--- src/hdl/hcc_pkg.sv ---
// ----------------------------------------------------------------------------
// hcc_pkg
// Shared types and constants of the heater command unit with chatter guard.
// ----------------------------------------------------------------------------
package hcc_pkg;

  localparam int unsigned COUNT_WIDTH = 8;
  localparam int unsigned TEMP_WIDTH  = 16;
  localparam int unsigned CMP_WIDTH   = (COUNT_WIDTH > 8) ? COUNT_WIDTH : 8;

  localparam int unsigned CFG_IDX_WIDTH  = 3;
  localparam int unsigned CFG_DATA_WIDTH = 16;

  typedef logic [COUNT_WIDTH-1:0]       count_t;
  typedef logic [CMP_WIDTH-1:0]         cmp_t;
  typedef logic signed [TEMP_WIDTH-1:0] temp_t;

  localparam count_t COUNT_MAX = {COUNT_WIDTH{1'b1}};

  typedef enum logic [1:0] {
    LvlOff     = 2'd0,
    LvlFull    = 2'd1,
    LvlReduced = 2'd2
  } level_e;

  typedef enum logic [CFG_IDX_WIDTH-1:0] {
    RegMediumThreshold = 3'd0,
    RegMaxThreshold    = 3'd1,
    RegChatAllow       = 3'd2,
    RegSettleLength    = 3'd3,
    RegBurnLimit       = 3'd4,
    RegDriveScale      = 3'd5
  } cfg_reg_e;

  localparam logic [15:0] RST_MEDIUM_THRESHOLD = 16'd660;
  localparam logic [15:0] RST_MAX_THRESHOLD    = 16'd700;
  localparam logic [7:0]  RST_CHAT_ALLOW       = 8'd2;
  localparam logic [7:0]  RST_SETTLE_LENGTH    = 8'd5;
  localparam logic [7:0]  RST_BURN_LIMIT       = 8'd5;
  localparam logic [7:0]  RST_DRIVE_SCALE      = 8'd10;

  typedef struct packed {
    logic [15:0] medium_threshold;
    logic [15:0] max_threshold;
    logic [7:0]  chat_allow;
    logic [7:0]  settle_length;
    logic [7:0]  burn_limit;
    logic [7:0]  drive_scale;
  } cfg_t;

  typedef struct packed {
    logic [8:0] drive_value;
    logic [1:0] heater_level;
    logic [7:0] chatter_value;
    logic [7:0] on_run;
    logic [7:0] off_run;
  } result_t;

  // low TEMP_WIDTH bits of a 16 bit field, read as signed
  function automatic temp_t to_temp(logic [15:0] v);
    return temp_t'(v);
  endfunction

  function automatic cmp_t cnt_ext(count_t c);
    return cmp_t'(c);
  endfunction

  function automatic cmp_t cfg_ext(logic [7:0] v);
    return cmp_t'(v);
  endfunction

  function automatic count_t sat_inc(count_t c);
    return (c == COUNT_MAX) ? COUNT_MAX : count_t'(c + count_t'(1));
  endfunction

endpackage

--- src/hdl/hcc_interfaces.sv ---
// ----------------------------------------------------------------------------
// hcc interfaces
// Valid/ready channels for samples, results and register writes.
// ----------------------------------------------------------------------------
interface hcc_in_if;
  import hcc_pkg::*;

  logic               valid;
  logic               ready;
  logic signed [15:0] temp_sample;

  modport source (output valid, output temp_sample, input ready);
  modport sink   (input valid, input temp_sample, output ready);
endinterface

interface hcc_out_if;
  import hcc_pkg::*;

  logic       valid;
  logic       ready;
  logic [8:0] drive_value;
  logic [1:0] heater_level;
  logic [7:0] chatter_value;
  logic [7:0] on_run;
  logic [7:0] off_run;

  modport source (output valid, output drive_value, output heater_level,
                  output chatter_value, output on_run, output off_run, input ready);
  modport sink   (input valid, input drive_value, input heater_level,
                  input chatter_value, input on_run, input off_run, output ready);
endinterface

interface hcc_cfg_if;
  import hcc_pkg::*;

  logic                      valid;
  logic                      ready;
  logic [CFG_IDX_WIDTH-1:0]  index;
  logic [CFG_DATA_WIDTH-1:0] data;

  modport source (output valid, output index, output data, input ready);
  modport sink   (input valid, input index, input data, output ready);
endinterface

--- src/hdl/heater_command_with_chatter_guard_unit.sv ---
// ----------------------------------------------------------------------------
// heater_command_with_chatter_guard_unit
// Heater level and drive from room temperature, with chatter guard and
// burnout cutoff.
// ----------------------------------------------------------------------------
//  channel  dir  word                                            handshake
//  in_i     in   temp_sample                                     valid/ready
//  res_o    out  drive_value heater_level chatter_value on/off   valid/ready
//  cfg_i    in   index, data                                     valid/ready
//
//  One word per cycle sustained while res_o.ready holds; a sample passes
//  the input register, then the result register after the decision logic.
//  Reset restores register defaults and clears level and counters.
//  A held result stalls the input register only when both are full.
//  cfg_i is always ready.
// ----------------------------------------------------------------------------
module heater_command_with_chatter_guard_unit (
  input  logic   clk_i,
  input  logic   rst_ni,
  hcc_in_if.sink   in_i,
  hcc_out_if.source res_o,
  hcc_cfg_if.sink  cfg_i
);
  import hcc_pkg::*;

  cfg_t        cfg;
  result_t     step_res;
  logic        in_valid_q, in_valid_d;
  logic [15:0] temp_q;
  logic        res_valid_q, res_valid_d;
  result_t     res_q;
  logic        advance;
  logic        in_take;

  hcc_cfg_regs u_cfg_regs (
    .clk_i  (clk_i),
    .rst_ni (rst_ni),
    .cfg_i  (cfg_i),
    .cfg_o  (cfg)
  );

  hcc_core u_core (
    .clk_i         (clk_i),
    .rst_ni        (rst_ni),
    .step_i        (advance),
    .temp_sample_i (temp_q),
    .cfg_i         (cfg),
    .result_o      (step_res)
  );

  assign advance    = in_valid_q && (!res_valid_q || res_o.ready);
  assign in_i.ready = !in_valid_q || advance;
  assign in_take    = in_i.valid && in_i.ready;

  always_comb begin
    in_valid_d = in_valid_q;
    if (in_take) begin
      in_valid_d = 1'b1;
    end else if (advance) begin
      in_valid_d = 1'b0;
    end
    res_valid_d = res_valid_q;
    if (advance) begin
      res_valid_d = 1'b1;
    end else if (res_o.ready) begin
      res_valid_d = 1'b0;
    end
  end

  always_ff @(posedge clk_i or negedge rst_ni) begin
    if (!rst_ni) begin
      in_valid_q  <= 1'b0;
      res_valid_q <= 1'b0;
    end else begin
      in_valid_q  <= in_valid_d;
      res_valid_q <= res_valid_d;
    end
  end

  always_ff @(posedge clk_i) begin
    if (in_take) begin
      temp_q <= $unsigned(in_i.temp_sample);
    end
    if (advance) begin
      res_q <= step_res;
    end
  end

  assign res_o.valid         = res_valid_q;
  assign res_o.drive_value   = res_q.drive_value;
  assign res_o.heater_level  = res_q.heater_level;
  assign res_o.chatter_value = res_q.chatter_value;
  assign res_o.on_run        = res_q.on_run;
  assign res_o.off_run       = res_q.off_run;

`ifndef NO_ASSERTIONS
  a_advance_fills: assert property (@(posedge clk_i) disable iff (!rst_ni)
    advance |=> res_valid_q)
    else $error("result register not filled after advance");

  a_stalled_sample_kept: assert property (@(posedge clk_i) disable iff (!rst_ni)
    in_valid_q && !advance |=> in_valid_q && $stable(temp_q))
    else $error("stalled sample lost");

  a_level_legal: assert property (@(posedge clk_i) disable iff (!rst_ni)
    res_valid_q |-> res_q.heater_level != 2'd3)
    else $error("illegal heater level");
`endif

endmodule

--- src/hdl/hcc_cfg_regs.sv ---
// ----------------------------------------------------------------------------
// hcc_cfg_regs
// Configuration register file; one register write per accepted word.
// ----------------------------------------------------------------------------
module hcc_cfg_regs (
  input  logic         clk_i,
  input  logic         rst_ni,
  hcc_cfg_if.sink      cfg_i,
  output hcc_pkg::cfg_t cfg_o
);
  import hcc_pkg::*;

  cfg_t cfg_q;
  cfg_t cfg_d;
  logic wr_en;

  assign cfg_i.ready = 1'b1;
  assign wr_en       = cfg_i.valid;

  always_comb begin
    cfg_d = cfg_q;
    if (wr_en) begin
      unique case (cfg_i.index)
        RegMediumThreshold: cfg_d.medium_threshold = cfg_i.data;
        RegMaxThreshold:    cfg_d.max_threshold    = cfg_i.data;
        RegChatAllow:       cfg_d.chat_allow       = cfg_i.data[7:0];
        RegSettleLength:    cfg_d.settle_length    = cfg_i.data[7:0];
        RegBurnLimit:       cfg_d.burn_limit       = cfg_i.data[7:0];
        RegDriveScale:      cfg_d.drive_scale      = cfg_i.data[7:0];
        default:            cfg_d = cfg_q;
      endcase
    end
  end

  always_ff @(posedge clk_i or negedge rst_ni) begin
    if (!rst_ni) begin
      cfg_q.medium_threshold <= RST_MEDIUM_THRESHOLD;
      cfg_q.max_threshold    <= RST_MAX_THRESHOLD;
      cfg_q.chat_allow       <= RST_CHAT_ALLOW;
      cfg_q.settle_length    <= RST_SETTLE_LENGTH;
      cfg_q.burn_limit       <= RST_BURN_LIMIT;
      cfg_q.drive_scale      <= RST_DRIVE_SCALE;
    end else begin
      cfg_q <= cfg_d;
    end
  end

  assign cfg_o = cfg_q;

endmodule

--- src/hdl/hcc_core.sv ---
// ----------------------------------------------------------------------------
// hcc_core
// Level decision, chatter guard, burnout cutoff and run counters.
// ----------------------------------------------------------------------------
module hcc_core (
  input  logic            clk_i,
  input  logic            rst_ni,
  input  logic            step_i,
  input  logic [15:0]     temp_sample_i,
  input  hcc_pkg::cfg_t   cfg_i,
  output hcc_pkg::result_t result_o
);
  import hcc_pkg::*;

  level_e prev_q, prev_d;
  count_t chat_q, chat_d;
  count_t on_q, on_d;
  count_t off_q, off_d;

  temp_t  temp, med, mx;
  level_e raw_lvl, lvl;
  count_t chat_clr;
  logic   settled, burnout;

  always_comb begin
    temp = to_temp(temp_sample_i);
    med  = to_temp(cfg_i.medium_threshold);
    mx   = to_temp(cfg_i.max_threshold);

    if (temp >= med && temp < mx) begin
      raw_lvl = LvlReduced;
    end else if (temp >= mx) begin
      raw_lvl = LvlOff;
    end else begin
      raw_lvl = LvlFull;
    end

    settled  = (cnt_ext(off_q) >= cfg_ext(cfg_i.settle_length)) ||
               (cnt_ext(on_q) >= cfg_ext(cfg_i.settle_length));
    chat_clr = settled ? '0 : chat_q;
    chat_d   = (raw_lvl != prev_q) ? sat_inc(chat_clr) : chat_clr;

    lvl = (cnt_ext(chat_d) > cfg_ext(cfg_i.chat_allow)) ? prev_q : raw_lvl;
    burnout = cnt_ext(on_q) >= cfg_ext(cfg_i.burn_limit);
    if (burnout) begin
      lvl = LvlOff;
    end

    if (lvl == LvlOff) begin
      on_d  = '0;
      off_d = sat_inc(off_q);
    end else begin
      on_d  = sat_inc(on_q);
      off_d = '0;
    end
    prev_d = lvl;

    result_o.drive_value   = 9'(10'(lvl) * 10'(cfg_i.drive_scale));
    result_o.heater_level  = lvl;
    result_o.chatter_value = 8'(chat_d);
    result_o.on_run        = 8'(on_d);
    result_o.off_run       = 8'(off_d);
  end

  always_ff @(posedge clk_i or negedge rst_ni) begin
    if (!rst_ni) begin
      prev_q <= LvlOff;
      chat_q <= '0;
      on_q   <= '0;
      off_q  <= '0;
    end else if (step_i) begin
      prev_q <= prev_d;
      chat_q <= chat_d;
      on_q   <= on_d;
      off_q  <= off_d;
    end
  end

`ifndef NO_ASSERTIONS
  a_runs_exclusive: assert property (@(posedge clk_i) disable iff (!rst_ni)
    !(on_q != '0 && off_q != '0))
    else $error("on and off runs both nonzero");

  a_burnout_off: assert property (@(posedge clk_i) disable iff (!rst_ni)
    step_i && burnout |=> prev_q == LvlOff && on_q == '0)
    else $error("burnout did not force heater off");

  a_hold_state: assert property (@(posedge clk_i) disable iff (!rst_ni)
    !step_i |=> $stable(prev_q) && $stable(chat_q) && $stable(on_q) && $stable(off_q))
    else $error("state changed without a step");
`endif

endmodule
--- src/flat_wrapper.sv ---
// flat-port wrapper written by rule: the top's interface ports become plain ports
module heater_command_with_chatter_guard_unit_flat import hcc_pkg::*;
  (clk_i, rst_ni, in_i_valid, in_i_temp_sample, in_i_ready, res_o_valid, res_o_drive_value, res_o_heater_level, res_o_chatter_value, res_o_on_run, res_o_off_run, res_o_ready, cfg_i_valid, cfg_i_index, cfg_i_data, cfg_i_ready);
  hcc_in_if in_i_i ();
  hcc_out_if res_o_i ();
  hcc_cfg_if cfg_i_i ();
  input  logic clk_i;
  input  logic rst_ni;
  input wire logic [$bits(in_i_i.valid)-1:0] in_i_valid;
  input wire logic [$bits(in_i_i.temp_sample)-1:0] in_i_temp_sample;
  output wire logic [$bits(in_i_i.ready)-1:0] in_i_ready;
  output wire logic [$bits(res_o_i.valid)-1:0] res_o_valid;
  output wire logic [$bits(res_o_i.drive_value)-1:0] res_o_drive_value;
  output wire logic [$bits(res_o_i.heater_level)-1:0] res_o_heater_level;
  output wire logic [$bits(res_o_i.chatter_value)-1:0] res_o_chatter_value;
  output wire logic [$bits(res_o_i.on_run)-1:0] res_o_on_run;
  output wire logic [$bits(res_o_i.off_run)-1:0] res_o_off_run;
  input wire logic [$bits(res_o_i.ready)-1:0] res_o_ready;
  input wire logic [$bits(cfg_i_i.valid)-1:0] cfg_i_valid;
  input wire logic [$bits(cfg_i_i.index)-1:0] cfg_i_index;
  input wire logic [$bits(cfg_i_i.data)-1:0] cfg_i_data;
  output wire logic [$bits(cfg_i_i.ready)-1:0] cfg_i_ready;
  assign in_i_i.valid = in_i_valid;
  assign in_i_i.temp_sample = in_i_temp_sample;
  assign in_i_ready = in_i_i.ready;
  assign res_o_valid = res_o_i.valid;
  assign res_o_drive_value = res_o_i.drive_value;
  assign res_o_heater_level = res_o_i.heater_level;
  assign res_o_chatter_value = res_o_i.chatter_value;
  assign res_o_on_run = res_o_i.on_run;
  assign res_o_off_run = res_o_i.off_run;
  assign res_o_i.ready = res_o_ready;
  assign cfg_i_i.valid = cfg_i_valid;
  assign cfg_i_i.index = cfg_i_index;
  assign cfg_i_i.data = cfg_i_data;
  assign cfg_i_ready = cfg_i_i.ready;
  heater_command_with_chatter_guard_unit u_core (.clk_i(clk_i), .rst_ni(rst_ni), .in_i(in_i_i), .res_o(res_o_i), .cfg_i(cfg_i_i));
endmodule
--- config.mk ---
export PLATFORM = sky130hd
export DESIGN_NAME = heater_command_with_chatter_guard_unit_flat
export DESIGN_NICKNAME = d
export VERILOG_FILES = /design/src/hdl/hcc_pkg.sv /design/src/hdl/hcc_interfaces.sv /design/src/hdl/heater_command_with_chatter_guard_unit.sv /design/src/hdl/hcc_cfg_regs.sv /design/src/hdl/hcc_core.sv /design/src/flat_wrapper.sv
export SDC_FILE = /design/constraint.sdc
export NUM_CORES = 1
export LEC_CHECK = 0
export BUFFER_PORTS_ARGS = -buffer_cell sky130_fd_sc_hd__buf_2
export CORE_MARGIN = 2
export CORE_UTILIZATION = 55
export CTS_CLUSTER_DIAMETER = 200
export DETAILED_ROUTE_END_ITERATION = 6
export PLACE_DENSITY = 0.74
export RECOVER_POWER = 25
export REMOVE_ABC_BUFFERS = 1
export SYNTH_ARGS = -nofsm -noshare
export SYNTH_HDL_FRONTEND = slang
export SYNTH_SLANG_ARGS = --single-unit
--- constraint.sdc ---
create_clock -name clk_i -period 17.6 [get_ports clk_i]
set_input_delay 2.64 -clock clk_i [delete_from_list [all_inputs] [get_ports clk_i]]
set_output_delay 2.64 -clock clk_i [all_outputs]
set_load 0.05 [all_outputs]
==> metrics.yaml, run 1 <==
layout_common_cells: "dfrtp_1, nand2_1, ha_1, buf_2, inv_1"
grt_max_degree: 67
start_util_pct: 55.9
first_pass_iters: 5
port_buffers: 76
end_kind: "register"
hpwl_mm: 11.6
grt_pass1_wl_mm: 27.1
grt_pass1_vias: 5585
cts_tree: "built"
critPathBufInv: 1
crit_type: "register to register"
vias_per_cell: 5.72
hold_buffers: 0
fmax_mhz: 139
hold_path.class: "register to register"
fp.dieH_um: 123
slew_headroom_pct: -139
worst_pin_slew_ps: 3580
fp.dieW_um: 123
start_kind: "register"
yosys_most_used_dff: "dfrtp_1"
post_cts_buffers: 0
grt_overflow: 0
crit_slowest_cell: "nor4_4"
fin_setup_tns_ps: 0
syn_area_sq_um: 7730
clkSinkCount: 143
post-route-util_pct: 63.4
syn_inst: 730
dieArea_sq_um: 15000
grt_usage_pct: 23.5
syn_to_final_growth_pct: 13.5
coreArea_sq_um: 13800
worstPathMaxFanout: 25
antenna_cells: 0
final_common_cell: "dfrtp_1"
grt_setup_unrepaired: "false"
worstPathRequired_ps: 17770
cts-root-buf: "clkbuf_16"
synth_top_area_cell: "dfrtp_1"
drv_slew: 95
synthArstFlopShare_pct: 64.3
violations: "max-capacitance violations, max-slew violations"
setup_viol: 0
drive_gt1_share_pct: 18.8
drc: 0
cts-resized-gates: 0
fin_skew_ps: 11.9
power_density_nw_per_um2: 135
status: "complete, but fails checks"
syn_area_per_cell_sq_um: 10.6
hold_viol: 0
synth_top_cell_area_share_pct: 24.3
clk_latency_ps: 430
ys_ff_latch: 143
min_period_ps: 7190
gp_congestion: 0.866
min_period_over_period_pct: 40.9
cts-htree-levels: 4
wl_per_cell_um: 16.3
ys.warnings.count: 0
ios: 78
max_stage_delay_ps: 970
leakage_nw: 3.97
row_count: 43
seq_area_frac_synth_pct: 49.9
crit_top_cell: "a21oi_1"
wirelength_mm: 16.2
clockBufferDepth: 2
peakVddDrop_v: 0.0000689
fin_nets: 914
antenna_found_initial: 0
ys_types: 62
dr_total_vias: 5680
critPathArrivalTime_ps: 7360
synth_area_leaders: "dfrtp_1, edfxtp_1, ha_1, dfstp_2, a21oi_1"
cts_buffers: 17
max_cap_viol_count: 2
clk_pin_slew_ps: 60
crit_family: "compound AO/OA/AOI/OAI gates"
synth-edff-count: 51
drt_iter0_markers: 481
ant_nets: 0
-- metrics by stage --
stage               hold slack (ps)  total power [W]  setup WS, ps  instance area, sq um  std cells
floorplan                       457         0.000746         11500                  7590        701
global placement                474         0.000826         10960                  8230        961
detailed placement              497         0.000846         10500                  8230        961
CTS                             507          0.00118         10510                  8790        993
global route                    518          0.00125          9890                  8770        993
finish                          502          0.00118         10410                  8770        993
-- cell usage after synthesis (all sizes together) (3+ instances only) --
master	count
a2111oi	3
clkbuf	19
o21a	3
o21bai	4
nand2	73
dfrtp	75
nand2b	10
dfstp	17
mux2	22
nor2	24
nor4	3
a21o	11
and2	23
mux2i	3
nand4	9
a311oi	6
xnor2	13
a31oi	11
a211oi	13
edfxtp	51
ha	73
nand3	8
a21oi	55
nor2b	7
o21ai	55
nor3	10
and3	16
nand3b	3
inv	67
o31ai	6
buf	10
-- worst paths after layout --
kind | from | end | slack (ps) | cells after the start
worst min register to register | u_core.in_valid_q | u_core.res_o.valid | 500 | 1
worst max register to register | u_core.u_cfg_regs.cfg_o[57] | u_core.res_o.drive_value[8] | 10410 | 26
max in group asynchronous | rst_ni | u_core.u_core.on_q[1] | 10930 | 2
worst max-delay path | u_core.u_cfg_regs.cfg_o[57] | u_core.res_o.drive_value[8] | 10410 | 26
min in group asynchronous | rst_ni | u_core.u_cfg_regs.cfg_o[56] | 2580 | 1
worst min-delay path | u_core.in_valid_q | u_core.res_o.valid | 500 | 1
-- flip-flops by register name (all words and copies together) (netlist names), 8 cells and up --
signal	flops
u_core.res_o.drive_value	9
u_core.res_o.off_run	8
u_core.u_cfg_regs.cfg_o	64
u_core.temp_q	16
u_core.u_core.on_q	8
u_core.res_o.on_run	8
u_core.u_core.off_q	8
u_core.u_core.chat_q	8
u_core.res_o.chatter_value	8
-- layout make-up --
class | count | area [sq um]
Clock buffer | 21 | 470
Clock inverter | 11 | 88.8
Fill cell | 1108 | 5060
Inverter | 67 | 251
Multi-Input combinational cell | 491 | 3480
Sequential cell | 143 | 3850
Tap cell | 180 | 225
Timing Repair Buffer | 80 | 395
-- worst reg2reg max path: stages (launching register included) --
cell and delay [ps]:
dfstp_2 520, inv_1 50, ha_1 280, nand4_1 130
nor4_1 90, a2111oi_0 610, and4_1 370, a2111oi_4 80
nor4_4 970, a21oi_1 140, a311oi_1 390, ha_1 320
a21o_1 170, a21o_1 180, a21oi_1 190, a21oi_1 170
nand3b_1 190, a21oi_1 560, and2_1 230, ha_1 230
a21o_1 160, a21oi_1 240, o21bai_1 90, a21oi_1 220
o21bai_1 90, a21oi_1 180, xnor2_1 90
-- where the power goes --
group | switching (W) | internal, W | total [W]
clock network | 0.000135 | 0.000204 | 0.000338
logic | 0.000244 | 0.000136 | 0.000380
registers | 0.0000361 | 0.000425 | 0.000462
total | 0.000415 | 0.000765 | 0.00118
-- layer usage --
| metal | vias up | global-route usage [%] | wire length (um) |
|---|---|---|---|
| met5 | - | 0 | 0 |
| met4 | 0 | 8.48 | 253 |
| met3 | 22 | 5.16 | 677 |
| met2 | 138 | 38.5 | 7990 |
| met1 | 2760 | 30.8 | 7240 |
| li1 | 2760 | - | - |
-- cells by family (layout without fill, tap and decap cells) --
group,after synthesis,after routing,synth area share (%)
AO/OA/AOI/OAI,182,182,14.7
AND/OR/NAND/NOR,196,196,13.2
buffers and inverters,96,179,5.00
other,1,1,0.0485
multiplexers,25,25,3.60
XOR/XNOR,13,13,1.47
adder cells (fa/ha/maj),74,74,12.1
flip-flops,143,143,49.9
No activity file was read; power rests on OpenSTA's default activity.
==> run 2: changes to the inputs <==
--- a/config.mk
+++ b/config.mk
@@ -5,6 +5,7 @@
 export SDC_FILE = /design/constraint.sdc
 export NUM_CORES = 1
 export LEC_CHECK = 0
+export ABC_AREA = 1
 export BUFFER_PORTS_ARGS = -buffer_cell sky130_fd_sc_hd__buf_2
 export CORE_MARGIN = 2
 export CORE_UTILIZATION = 55
==> constraint.sdc (replaced) <==
create_clock -name clk_i -period 7.1 [get_ports clk_i]
set_input_delay 1.065 -clock clk_i [delete_from_list [all_inputs] [get_ports clk_i]]
set_output_delay 1.065 -clock clk_i [all_outputs]
set_load 0.05 [all_outputs]
==> run 2 against run 1 <==
The flow still finishes with violations (max-capacitance violations, max-slew violations). Sequential power increased to 2.7 times the previous value. Worst hold slack got worse by 19 ps. Largest cell class unchanged. Combinational power grew to 4.5 times the previous value. Largest power group is now combinational cells.
==> metrics.yaml, run 2 <==
crit_top_cell: "nand2_1"
fin_nets: 1109  # +21%
violations: "max-capacitance violations, max-slew violations"
start_kind: "register"
grt_max_degree: 72  # +7.5%
antenna_found_initial: 0  # unchanged
first_pass_iters: 5  # unchanged
power_switching_w: 0.00166  # +300%
intPower_w: 0.00215  # +180%
wirelength_mm: 16.1  # -0.49%
drv_slew: 95  # unchanged
ys_types: 40  # -35%
cts_tree: "built"
syn_area_per_cell_sq_um: 8.61  # -19%
timing.rr.start: "u_core.u_core.on_q[6]"
grt_pass1_wl_mm: 27.4  # +1.2%
max_cap_viol_count: 2  # unchanged
clkSinkCount: 143  # unchanged
fillers: 1236  # +12%
hpwl_mm: 11.5  # -0.64%
drive_gt1_share_pct: 13.2  # -5.6 points
wl_per_cell_um: 13.5  # -17%
post-place-ws_ps: 1690  # -8810 ps
largest_register_ff_count: 64  # unchanged
worst_pin_slew_ps: 2760  # -824 ps
yosysMostFrequentCell: "nand2_1"
final_area_sq_um: 8990  # +2.5%
grt_pass1_vias: 5794  # +3.7%
start_util_pct: 56.6  # +0.70 points
clk_latency_ps: 420  # about the same
max_stage_delay_ps: 450  # -520 ps
syn_area_sq_um: 7910  # +2.4%
coreArea_sq_um: 14000  # +1.2%
power_frac_seq_pct: 32.6  # -6.5 points
ys.warnings.count: 0  # unchanged
cp-startpoint: "u_core.u_core.on_q[6]"
clk_pin_slew_ps: 60  # about the same
setup_viol: 0  # unchanged
end_kind: "register"
grt_usage_pct: 23.0  # -0.46 points
cts_buffers: 17  # unchanged
crit_type: "register to register"
cts-root-buf: "clkbuf_16"
power_density_nw_per_um2: 425  # +220%
final_common_cell: "nand2_1"
fin_skew_ps: 6.81  # -5.04 ps
slew_headroom_pct: -83.8  # +55 points
finalWorstSetupSlack_ps: 1640  # -8770 ps
vias_per_cell: 5.15  # -10%
fp.dieW_um: 124  # +1.2%
grt_overflow: 0  # unchanged
drc: 0  # unchanged
dr_total_vias: 6115  # +7.7%
synthArstFlopShare_pct: 64.3  # unchanged
ys_top_cells_by_count: "nand2_1, inv_1, o21ai_0, dfrtp_1, ha_1"
worstSetupEndpoint: "u_core.res_o.drive_value[7]"
dpl_cell_area_sq_um: 8440  # +2.5%
clockBufferDepth: 2  # unchanged
antenna_cells: 0  # unchanged
ant_nets: 0  # unchanged
cts-resized-gates: 0  # unchanged
syn_to_final_growth_pct: 13.5  # about the same
ff2ff_path_depth: 32  # +23%
critPathArrivalTime_ps: 5630  # -1730 ps
status: "complete, but fails checks"
worstPathRequired_ps: 7270  # -10500 ps
gp_congestion: 0.850  # -1.9%
hold_buffers: 0  # unchanged
grt_setup_unrepaired: "false"
synth_area_leaders: "dfrtp_1, edfxtp_1, ha_1, nand2_1, inv_1"
yosys_most_used_dff: "dfrtp_1"
ys_ff_latch: 143  # unchanged
fin_setup_tns_ps: 0  # unchanged
synth-edff-count: 51  # unchanged
row_count: 43  # unchanged
hold_path.class: "register to register"
synth_top_area_cell: "dfrtp_1"
dieArea_sq_um: 15400  # +2.4%
ios: 78  # unchanged
cts-htree-levels: 4  # unchanged
p_comb_share_pct: 45.2  # +13 points
peakVddDrop_v: 0.000230  # +230%
min_period_ps: 5460  # -1730 ps
hold_viol: 0  # unchanged
synth_top_cell_area_share_pct: 23.7  # -0.58 points
post_cts_buffers: 0  # unchanged
leakage_nw: 4.54  # +14%
crit_slowest_cell: "dfrtp_1"
fp.dieH_um: 124  # +1.2%
fmax_mhz: 183  # +32%
sw_frac_of_total_pct: 43.6  # +8.4 points
seq_area_frac_synth_pct: 48.7  # -1.2 points
port_buffers: 76  # unchanged
min_period_over_period_pct: 76.9  # +36 points
power_w: 0.00382  # +220%
drt_iter0_markers: 389  # -19%
worstPathMaxFanout: 19  # -24%
r2r-end: "u_core.res_o.drive_value[7]"
layout_common_cells: "nand2_1, inv_1, o21ai_0"
r2r_slack_ps: 1640  # -8770 ps
syn_inst: 919  # +26%
power.clock.fraction_pct: 22.2  # -6.5 points
run 2: cell count changes after synthesis, sizes merged, moves of 22 or more:
cell   change
inv       +85
mux2      -22
nand2    +156
nand3     +41
nor2      +35
o21ai     +38
run 2: power by group through the flow:
stage	registers (W)	logic, W	clock network, W
after CTS	0.00125	0.00173	0.000857
after global placement	0.00125	0.00167	0
after floorplan	0.00151	0.00106	0
after detailed placement	0.00126	0.00172	0
after global routing	0.00127	0.00195	0.000902
final	0.00124	0.00172	0.000847
run 2: kinds of logic after synthesis:
logic type / count (synthesis) / synth area share (%)
XOR/XNOR: 11 / 1.22
buffers and inverters: 174 / 8.49
flip-flops: 143 / 48.7
AND/OR/NAND/NOR: 371 / 20.2
adder cells (fa/ha/maj): 74 / 11.8
other: 1 / 0.0474
AO/OA/AOI/OAI: 145 / 9.50
run 2: through the flow:
step	utilization, %	std cells	hold WS, ps
after floorplan	-	898	453
after global placement	60.3	1156	466
after detailed placement	60.3	1156	473
after CTS	64.3	1188	487
after global routing	64.2	1188	503
final	64.2	1188	483
run 2: routing by layer:
layer	wire length, um	vias up	global-route usage (%)
met3	561	24	4.99
li1	-	3136	-
met4	229	0	6.53
met5	0	-	0
met1	7410	2835	30.0
met2	7890	120	38.9
run 2: how the worst min path moves through the flow:
stage / endpoint / from / slack [ps] / depth (start not counted)
floorplan: u_core.u_cfg_regs.cfg_o[0] / u_core.u_cfg_regs.cfg_o[0] / 450 / 2
global placement: u_core.u_cfg_regs.cfg_o[43] / u_core.u_cfg_regs.cfg_o[43] / 470 / 2
detailed placement: u_core.u_cfg_regs.cfg_o[5] / u_core.u_cfg_regs.cfg_o[5] / 470 / 2
CTS: u_core.u_cfg_regs.cfg_o[43] / u_core.u_cfg_regs.cfg_o[43] / 490 / 2
global route: u_core.u_cfg_regs.cfg_o[17] / u_core.u_cfg_regs.cfg_o[17] / 500 / 2
finish: u_core.u_cfg_regs.cfg_o[59] / u_core.u_cfg_regs.cfg_o[59] / 480 / 2
run 2: critical path: cells and delay by family (launching register included):
family / cells / cell delay (ps)
xor+xnor: 1 / 90
buf+inv: 3 / 230
simple gates: 17 / 2270
compound gates: 7 / 1030
fa+ha+maj: 4 / 1150
flops: 1 / 450
run 2: area by class of cell:
type,instances,area [sq um],share of cell area [%]
well taps,180,225,2.51
flip-flops and latches,143,3850,42.9
clock buffers,21,440,4.90
inverters,153,574,6.39
multi-input cells,602,3390,37.7
clock inverters,11,118,1.31
repair buffers,78,387,4.30
==> run 3: changes to the inputs <==
--- a/config.mk
+++ b/config.mk
@@ -5,7 +5,7 @@
 export SDC_FILE = /design/constraint.sdc
 export NUM_CORES = 1
 export LEC_CHECK = 0
-export ABC_AREA = 1
+export ABC_AREA = 0
 export BUFFER_PORTS_ARGS = -buffer_cell sky130_fd_sc_hd__buf_2
 export CORE_MARGIN = 2
 export CORE_UTILIZATION = 55
==> constraint.sdc (replaced) <==
create_clock -name clk_i -period 5.6 [get_ports clk_i]
set_input_delay 0.84 -clock clk_i [delete_from_list [all_inputs] [get_ports clk_i]]
set_output_delay 0.84 -clock clk_i [all_outputs]
set_load 0.05 [all_outputs]
==> run 3 against run 2 <==
The flow finishes with violations (max-capacitance violations, max-slew violations, negative setup slack). Global-route usage grew 2.4 points. Wire length rose by 14%. Utilization increased by 5.6 points. Maximum frequency shrank 10%. Clock power up 30%. Flip-flop and latch count stayed put. Setup slack lost 2100 ps.
==> metrics.yaml, run 3 (synthesis results as in run 1) <==
antenna_cells: 0  # unchanged
min_period_ps: 6100  # +639 ps
seqCellArea_sq_um: 3850  # unchanged
drv_slew: 75  # -21%
worst_pin_slew_ps: 1820  # -934 ps
hold_buffers: 0  # unchanged
fillers: 971  # -21%
fin_nets: 992  # -11%
clockBufferDepth: 2  # unchanged
critPathArrivalTime_ps: 6270  # +640 ps
crit_type: "register to register"
dieArea_sq_um: 15000  # -2.3%
peakVddDrop_v: 0.000249  # +8.0%
antenna_found_initial: 0  # unchanged
wirelength_mm: 18.3  # +14%
min_period_over_period_pct: 109  # +32 points
hold_path.class: "register to register"
critPathBufInv: 4  # +1
post-route-util_pct: 69.9  # +5.6 points
hold_viol: 0  # unchanged
grt_pass1_vias: 6140  # +6.0%
ios: 78  # unchanged
dr_total_vias: 6042  # -1.2%
holdPathStages: 2  # unchanged
crit_slowest_cell: "or4b_1"
layout.cells.non_filler: 1071  # -9.8%
gp_congestion: 0.860  # +1.2%
clk_pin_slew_ps: 60  # about the same
placedCellCount: 1025  # -11%
ant_nets: 0  # unchanged
max_stage_delay_ps: 480  # +30 ps
leakage_nw: 4.41  # -2.8%
start_kind: "register"
first_pass_iters: 5  # unchanged
setup_viol: 5  # +5
cts_buffers: 17  # unchanged
grt_usage_pct: 25.4  # +2.4 points
fin_skew_ps: 7.02  # +0.215 ps
fmax_mhz: 164  # -10%
layout_common_cells: "buf_4, dfrtp_1, buf_2"
drc: 0  # unchanged
grt_overflow: 0  # unchanged
worstPathMaxFanout: 5  # -14
fp.dieH_um: 123  # -1.2%
hpwl_mm: 12.1  # +4.9%
drive_gt1_share_pct: 31.1  # +18 points
cts_tree: "built"
crit_top_cell: "a21oi_2"
cts-root-buf: "clkbuf_16"
drt_iter0_markers: 512  # +32%
power_density_nw_per_um2: 434  # +2.2%
worstPathRequired_ps: 5770  # -1500 ps
coreArea_sq_um: 13800  # -1.2%
status: "complete, but fails checks"
wl_per_cell_um: 17.1  # +26%
cts-htree-levels: 4  # unchanged
crit_family: "compound AO/OA/AOI/OAI gates"
start_util_pct: 55.9  # -0.70 points
syn_to_final_growth_pct: 25.0
finalWorstSetupSlack_ps: -499  # -2140 ps
cp.depth: 28  # -13%
grt_setup_unrepaired: "true"
multiInputGateArea_sq_um: 3750  # +11%
clkSinkCount: 143  # unchanged
fin_hold_ws_ps: 506  # +22.9 ps
fp.dieW_um: 123  # -1.2%
row_count: 43  # unchanged
end_kind: "register"
ff2ff_path_depth: 28  # -13%
port_buffers: 76  # unchanged
violations: "max-capacitance violations, max-slew violations, negative setup slack"
grt_max_degree: 75  # +4.2%
slew_headroom_pct: -21.5  # +62 points
clk_latency_ps: 420  # about the same
max_cap_viol_count: 1  # -1
grt_pass1_wl_mm: 29.2  # +6.6%
largest_register_ff_count: 64  # unchanged
vias_per_cell: 5.64  # +9.6%
## run 3: cell count changes in the layout (fill, tap and decap cells not counted), sizes merged, moves of 14 or more
cell	before	now
o21ai	93	55
nor2	59	24
buf	73	153
inv	152	68
mux2	0	22
and2	8	23
a21oi	41	55
and3	0	16
nand2	229	73
nand3	49	8
## run 3: final timing paths
path,start,end,slack [ps]
worst max-delay path,u_core.temp_q[13],u_core.res_o.drive_value[7],-500
worst min-delay path,u_core.u_cfg_regs.cfg_o[35],u_core.u_cfg_regs.cfg_o[35],510
worst max register to register,u_core.temp_q[13],u_core.res_o.drive_value[7],-500
worst min register to register,u_core.u_cfg_regs.cfg_o[35],u_core.u_cfg_regs.cfg_o[35],510
max in group asynchronous,rst_ni,u_core.u_cfg_regs.cfg_o[53],2700
min in group asynchronous,rst_ni,u_core.in_valid_q,570
## run 3: per-stage QoR
| stage | area, sq um | setup WS, ps | setup TNS (ps) | total power (W) |
|---|---|---|---|---|
| finish | 9660 | -499 | -1730 | 0.00419 |
| CTS | 9470 | -144 | -380 | 0.00405 |
| global route | 9660 | -703 | -3220 | 0.00442 |
| detailed placement | 8710 | -575 | -2210 | 0.00286 |
| global placement | 8710 | -320 | -1010 | 0.00279 |
| floorplan | 7590 | -501 | -1600 | 0.00234 |
## run 3: per-layer routing
| layer | GRT usage [%] | part of all wire [%] | vias to the layer above |
|---|---|---|---|
| met5 | 0 | 0 | - |
| met4 | 11.1 | 2.9 | 0 |
| met3 | 4.88 | 4.2 | 51 |
| met2 | 43.5 | 50 | 198 |
| met1 | 31.2 | 43 | 2887 |
| li1 | - | - | 2906 |
## run 3: timing repair
action	in CTS	in global routing
gates cloned	0	1
hold endpoints to repair	0	0
setup buffers	5	8
endpoints found under the setup margin	7	10
resized for setup	26	31
pin swaps	22	22
## run 3: where the power goes
part	total (W)	switching [W]	internal [W]
combinational	0.00164	0.000921	0.000716
clock	0.00110	0.000413	0.000683
sequential	0.00146	0.000125	0.00134
total	0.00419	0.00146	0.00274
## run 3: cell type report
type / instances / share of cell area, %
Clock inverter: 5 / 0.531
Sequential cell: 143 / 39.9
Multi-Input combinational cell: 491 / 38.9
Timing Repair Buffer: 158 / 10.3
Tap cell: 180 / 2.33
Inverter: 67 / 2.60
Clock buffer: 27 / 5.43
## run 3: worst reg2reg max path, delay by kind of cell (launching register included)
family | cells | cell delay, ps
AOI/OAI and AO/OA | 12 | 1930
xor gates and xnor gates | 1 | 130
adders and majority gates | 4 | 1100
buffers and inverters | 4 | 400
DFF | 1 | 430
and+or+nand+nor | 7 | 1870
